==> config.mk <==
export PLATFORM = sky130hd
export DESIGN_NAME = plpm_rem
export DESIGN_NICKNAME = d
export VERILOG_FILES = /design/src/sv/plpm_pkg.sv /design/src/sv/plpm_rem.sv
export SDC_FILE = /design/constraint.sdc
export NUM_CORES = 2
export LEC_CHECK = 0
export BUFFER_PORTS_ARGS = -buffer_cell sky130_fd_sc_hd__buf_2
export CORE_MARGIN = 1
export CORE_UTILIZATION = 30
export DETAILED_ROUTE_END_ITERATION = 8
export GPL_ROUTABILITY_DRIVEN = 0
export PLACE_DENSITY = 0.41
export SYNTH_ARGS = -nofsm -noshare
export SYNTH_HDL_FRONTEND = slang
export SYNTH_SLANG_ARGS = --single-unit
==> constraint.sdc <==
create_clock -name i_clk -period 12.1 [get_ports i_clk]
set_input_delay 3.025 -clock i_clk [delete_from_list [all_inputs] [get_ports i_clk]]
set_output_delay 3.025 -clock i_clk [all_outputs]
set_load 0.1 [all_outputs]
==> src/sv/plpm_pkg.sv <==
`timescale 1ns / 1ps

package plpm_pkg;

    // fixed point and field widths
    localparam int FRAC_BITS  = 16;
    localparam int MAX_BLOCKS = 64;
    localparam int POS_W      = 31;
    localparam int VEL_W      = 32;
    localparam int BLK_W      = 6;
    localparam int CNT_W      = 7;
    localparam int CFG_IDX_W  = 3;
    localparam int CFG_DATA_W = 32;

    // datapath widths
    localparam int PROD_W = 64;                 // full 32x32 product
    localparam int DU_W   = PROD_W - FRAC_BITS; // product after the floor shift
    localparam int UX_W   = POS_W + 3;          // unwrapped position, signed
    localparam int LO_W   = BLK_W + POS_W;      // lower block bound
    localparam int HI_W   = LO_W + 1;           // upper block bound
    localparam int CMP_W  = HI_W + 1;           // signed compare width
    localparam int NUM_W  = POS_W + 1;          // remainder dividend

    // pipelined remainder unit
    localparam int REM_STEP   = 2;
    localparam int REM_STAGES = NUM_W / REM_STEP;

    // pipeline depth ahead of the remainder unit
    localparam int PRE_STAGES = 5;
    localparam int PIPE_DEPTH = PRE_STAGES + REM_STAGES;

    // reset values
    localparam logic [POS_W-1:0] ONE_Q = POS_W'(1) << FRAC_BITS;

    // register indexes
    localparam logic [CFG_IDX_W-1:0] CFG_KICK     = 3'd0;
    localparam logic [CFG_IDX_W-1:0] CFG_STEP     = 3'd1;
    localparam logic [CFG_IDX_W-1:0] CFG_LEN_X    = 3'd2;
    localparam logic [CFG_IDX_W-1:0] CFG_LEN_Y    = 3'd3;
    localparam logic [CFG_IDX_W-1:0] CFG_BLOCK_W  = 3'd4;
    localparam logic [CFG_IDX_W-1:0] CFG_BLOCK_H  = 3'd5;
    localparam logic [CFG_IDX_W-1:0] CFG_BLOCKS_X = 3'd6;
    localparam logic [CFG_IDX_W-1:0] CFG_BLOCKS_Y = 3'd7;

    // result fields that ride alongside the remainder unit
    typedef struct packed {
        logic [POS_W-1:0]        pos_x;
        logic [POS_W-1:0]        pos_y;
        logic signed [VEL_W-1:0] vel_x;
        logic signed [VEL_W-1:0] vel_y;
        logic [BLK_W-1:0]        dest_x;
        logic [BLK_W-1:0]        dest_y;
        logic                    moved;
        logic                    too_fast;
    } t_side;

endpackage

==> src/sv/plpm_rem.sv <==
`timescale 1ns / 1ps

module plpm_rem (
    input  logic                                       i_clk,
    input  logic [plpm_pkg::REM_STAGES-1:0]            i_en,
    input  logic [plpm_pkg::NUM_W-1:0]                 i_num,
    input  logic [plpm_pkg::POS_W-1:0]                 i_den,
    output logic [plpm_pkg::POS_W-1:0]                 o_rem
);
    import plpm_pkg::*;

    logic [POS_W-1:0] r_rem [REM_STAGES];
    logic [NUM_W-1:0] r_num [REM_STAGES];
    logic [POS_W-1:0] n_rem [REM_STAGES];
    logic [NUM_W-1:0] n_num [REM_STAGES];

    // restoring remainder, REM_STEP dividend bits per stage, msb first
    always_comb begin
        logic [POS_W-1:0] v_rem;
        logic [NUM_W-1:0] v_num;
        logic [POS_W:0]   v_t;
        for (int s = 0; s < REM_STAGES; s++) begin
            v_rem = (s == 0) ? '0 : r_rem[(s == 0) ? 0 : s - 1];
            v_num = (s == 0) ? i_num : r_num[(s == 0) ? 0 : s - 1];
            for (int b = 0; b < REM_STEP; b++) begin
                v_t = {v_rem, v_num[NUM_W-1-b]};
                if (v_t >= {1'b0, i_den}) begin
                    v_t = v_t - {1'b0, i_den};
                end
                v_rem = v_t[POS_W-1:0];
            end
            n_rem[s] = v_rem;
            n_num[s] = v_num << REM_STEP;
        end
    end

    always_ff @(posedge i_clk) begin
        for (int s = 0; s < REM_STAGES; s++) begin
            if (i_en[s]) begin
                r_rem[s] <= n_rem[s];
                r_num[s] <= n_num[s];
            end
        end
    end

    assign o_rem = r_rem[REM_STAGES-1];

endmodule

==> metrics.yaml <==
final_layout:
  syn2layout_area_growth_pct: 11.1
  drive_gt1_share_pct: 12.6
  fin_nets: 9894
timing:
  fin_crit_sh_pct: 85.7
  fin_crit_ns: 10.37
  setup_viol: 0
  layout_setup_ws_ns: 1.73
  relSlewSlack_pct: 22.0
  tns_ns: 0
  hold-worst-slack_ns: 0.408
  rsz0062_at_grt: "false"
  fin_skew_ns: 0.0338
  clock.fmax_mhz: 96.5
  tightestPinTransition_ns: 1.16
  timing.final.hold_violations: 0
  final_max_slew_viol_count: 0
yosys:
  syn_area_per_cell_um2: 9.17
  yosysWarnings: 0
  yosysSeqAreaShare_pct: 27.9
  ys.flop_type: "edfxtp_1"
  netlist_instances: 8652
  yosysTopAreaCell: "edfxtp_1"
  synthDistinctLibCells: 103
  synth_top_cell_area_share_pct: 27.9
  synthesis.nets: 9726
  synth_edf_count: 736
  synth_seq_cells: 736
  synth_common_cells: "ha_1 (963), a21oi_1 (837), edfxtp_1 (736), o21ai_0 (621), nand2_1 (619)"
  syn-cell-area_um2: 79300
  yosysMostFrequentCell: "ha_1"
  async_flop_share_pct: 0
  netlist_top_cells_area: "edfxtp_1 (28%), ha_1 (15%), mux2_2 (7.7%)"
critical_path:
  startpoint_type: "input pin"
  path_max_fanout: 43
  cpPeakStageDelay_ns: 0.88
  path_buf_inv: 4
  endpoint_kind: "flop"
  crit_slowest_cell: "o211a_2"
  required_ns: 12.61
  cp_data_arrival_time_ns: 10.87
  critPathTopFamily: "compound AO/OA/AOI/OAI gates"
  crit_top_cell: "o211ai_1"
  path_class: "input pin to flop"
clock_tree:
  cts_buffers: 99
  clock-sinks: 736
  cts_resized: 0
  cts.htree.levels: 3
  cts_tree: "done"
  cts_root_buf: "clkbuf_16"
  cts_setup_buffers: 0
  clkTransAtPathRegs_ns: 0.06
  clk-insertion-delay-late_ns: 0.78
  hold_buffers: 0
  cts_max_path_buffers: 3
min_path:
  hold_path_class: "flop to flop"
routing:
  drt-wirelength-per-cell_um: 24.3
  ant_nets: 0
  wl_met2_mm: 151
  dr_wl_met3_mm: 11.5
  wl_mm: 302
  highest_layer: "met4"
  drt_iter0_markers: 4624
  vias: 68100
  drc: 0
  wl_met1_mm: 127
  avgViaCountPerCell: 5.48
  first_pass_iters: 6
die:
  pin_count: 111
  rows: 188
  dieWidth_um: 516
  start_util_pct: 30.2
  die_h_um: 516
  core_um2: 263000
  die-area_um2: 266000
global_routing:
  first_global_vias: 66600
  grt_remaining_overflow: 0
  grt.total_usage_pct: 22.1
  antenna_found_initial: 19
  grt_pass1_wl_mm: 438
  grt_max_degree: 62
placed_design:
  dpl.hpwl_mm: 237
  io_buffers: 110
  dpl_worst_slack_ns: 0.912
status:
  outcome: "complete, no violations"
job:
  maxCapViolations: 0
[placed cells by master, fill, tap and decap left out, types with 145 or more instances in the layout]
cell and instances:
a21oi_1 837, nand3_1 162, nand2_1 619, buf_4 168, mux2_2 540, ha_1 963
a21o_1 461, xnor2_1 539, edfxtp_1 736, nor2_1 553, inv_1 255, nor3_1 145
o21ai_0 621, o21a_1 153, xor2_1 265
[metrics by stage]
step	util, %	area (um2)	instances
final	33.6	88100	12400
after CTS	33.6	88100	12400
after floorplan	-	79300	8652
after detailed placement	32.3	84800	12200
after global routing	33.6	88100	12400
after global placement	32.3	84800	12200
[logic make-up after synthesis]
kind of cell	Yosys count	synth area share (%)
AOI/OAI and AO/OA	2848	23.0
xor gates and xnor gates	804	8.88
adders and majority gates	994	16.0
buffers and inverters	506	2.76
DFF	736	27.9
muxes	592	8.34
and+or+nand+nor	2172	13.2
[sequential cells by signal, summed over array words and instances (netlist names)]
| signal | count |
|---|---|
| r_num | 240 |
| r_rem | 496 |
[worst reg2reg max path: cells and delay by family, from the launching register on]
family	cells	cell delay, ns
AO/OA/AOI/OAI	12	3.23
buffers and inverters	4	1.22
adder cells (fa/ha/maj)	3	1.05
AND/OR/NAND/NOR	4	1.03
multiplexers	2	0.86
flip-flops	1	0.43
[layer usage]
| layer | global-route usage, % | vias to the layer above |
|---|---|---|
| met5 | 0 | - |
| met4 | 8.09 | 0 |
| met3 | 2.29 | 386 |
| met2 | 39.9 | 1529 |
| met1 | 26.7 | 33000 |
| li1 | - | 33200 |
[final timing paths]
path,start,endpoint,slack (ns),cells past startpoint
worst min-delay path,r_num[0][74],r_num[0][106],0.41,0
worst min register to register,r_num[0][74],r_num[0][106],0.41,0
worst max-delay path,i_den[3],r_rem[0][46],1.73,25
worst max register to register,r_num[1][59],r_rem[1][86],4.01,25
[layout make-up]
type / instances / area (um2)
Antenna cell: 8 / 20.0
Clock buffer: 111 / 2520
Clock inverter: 70 / 822
Fill cell: 27100 / 174000
Inverter: 285 / 1110
Multi-Input combinational cell: 7410 / 55100
Sequential cell: 736 / 22100
Tap cell: 3515 / 4400
Timing Repair Buffer: 288 / 2040
Power is not shown: default switching activity piles up to over one toggle a cycle in this logic, so the estimate is an artifact.
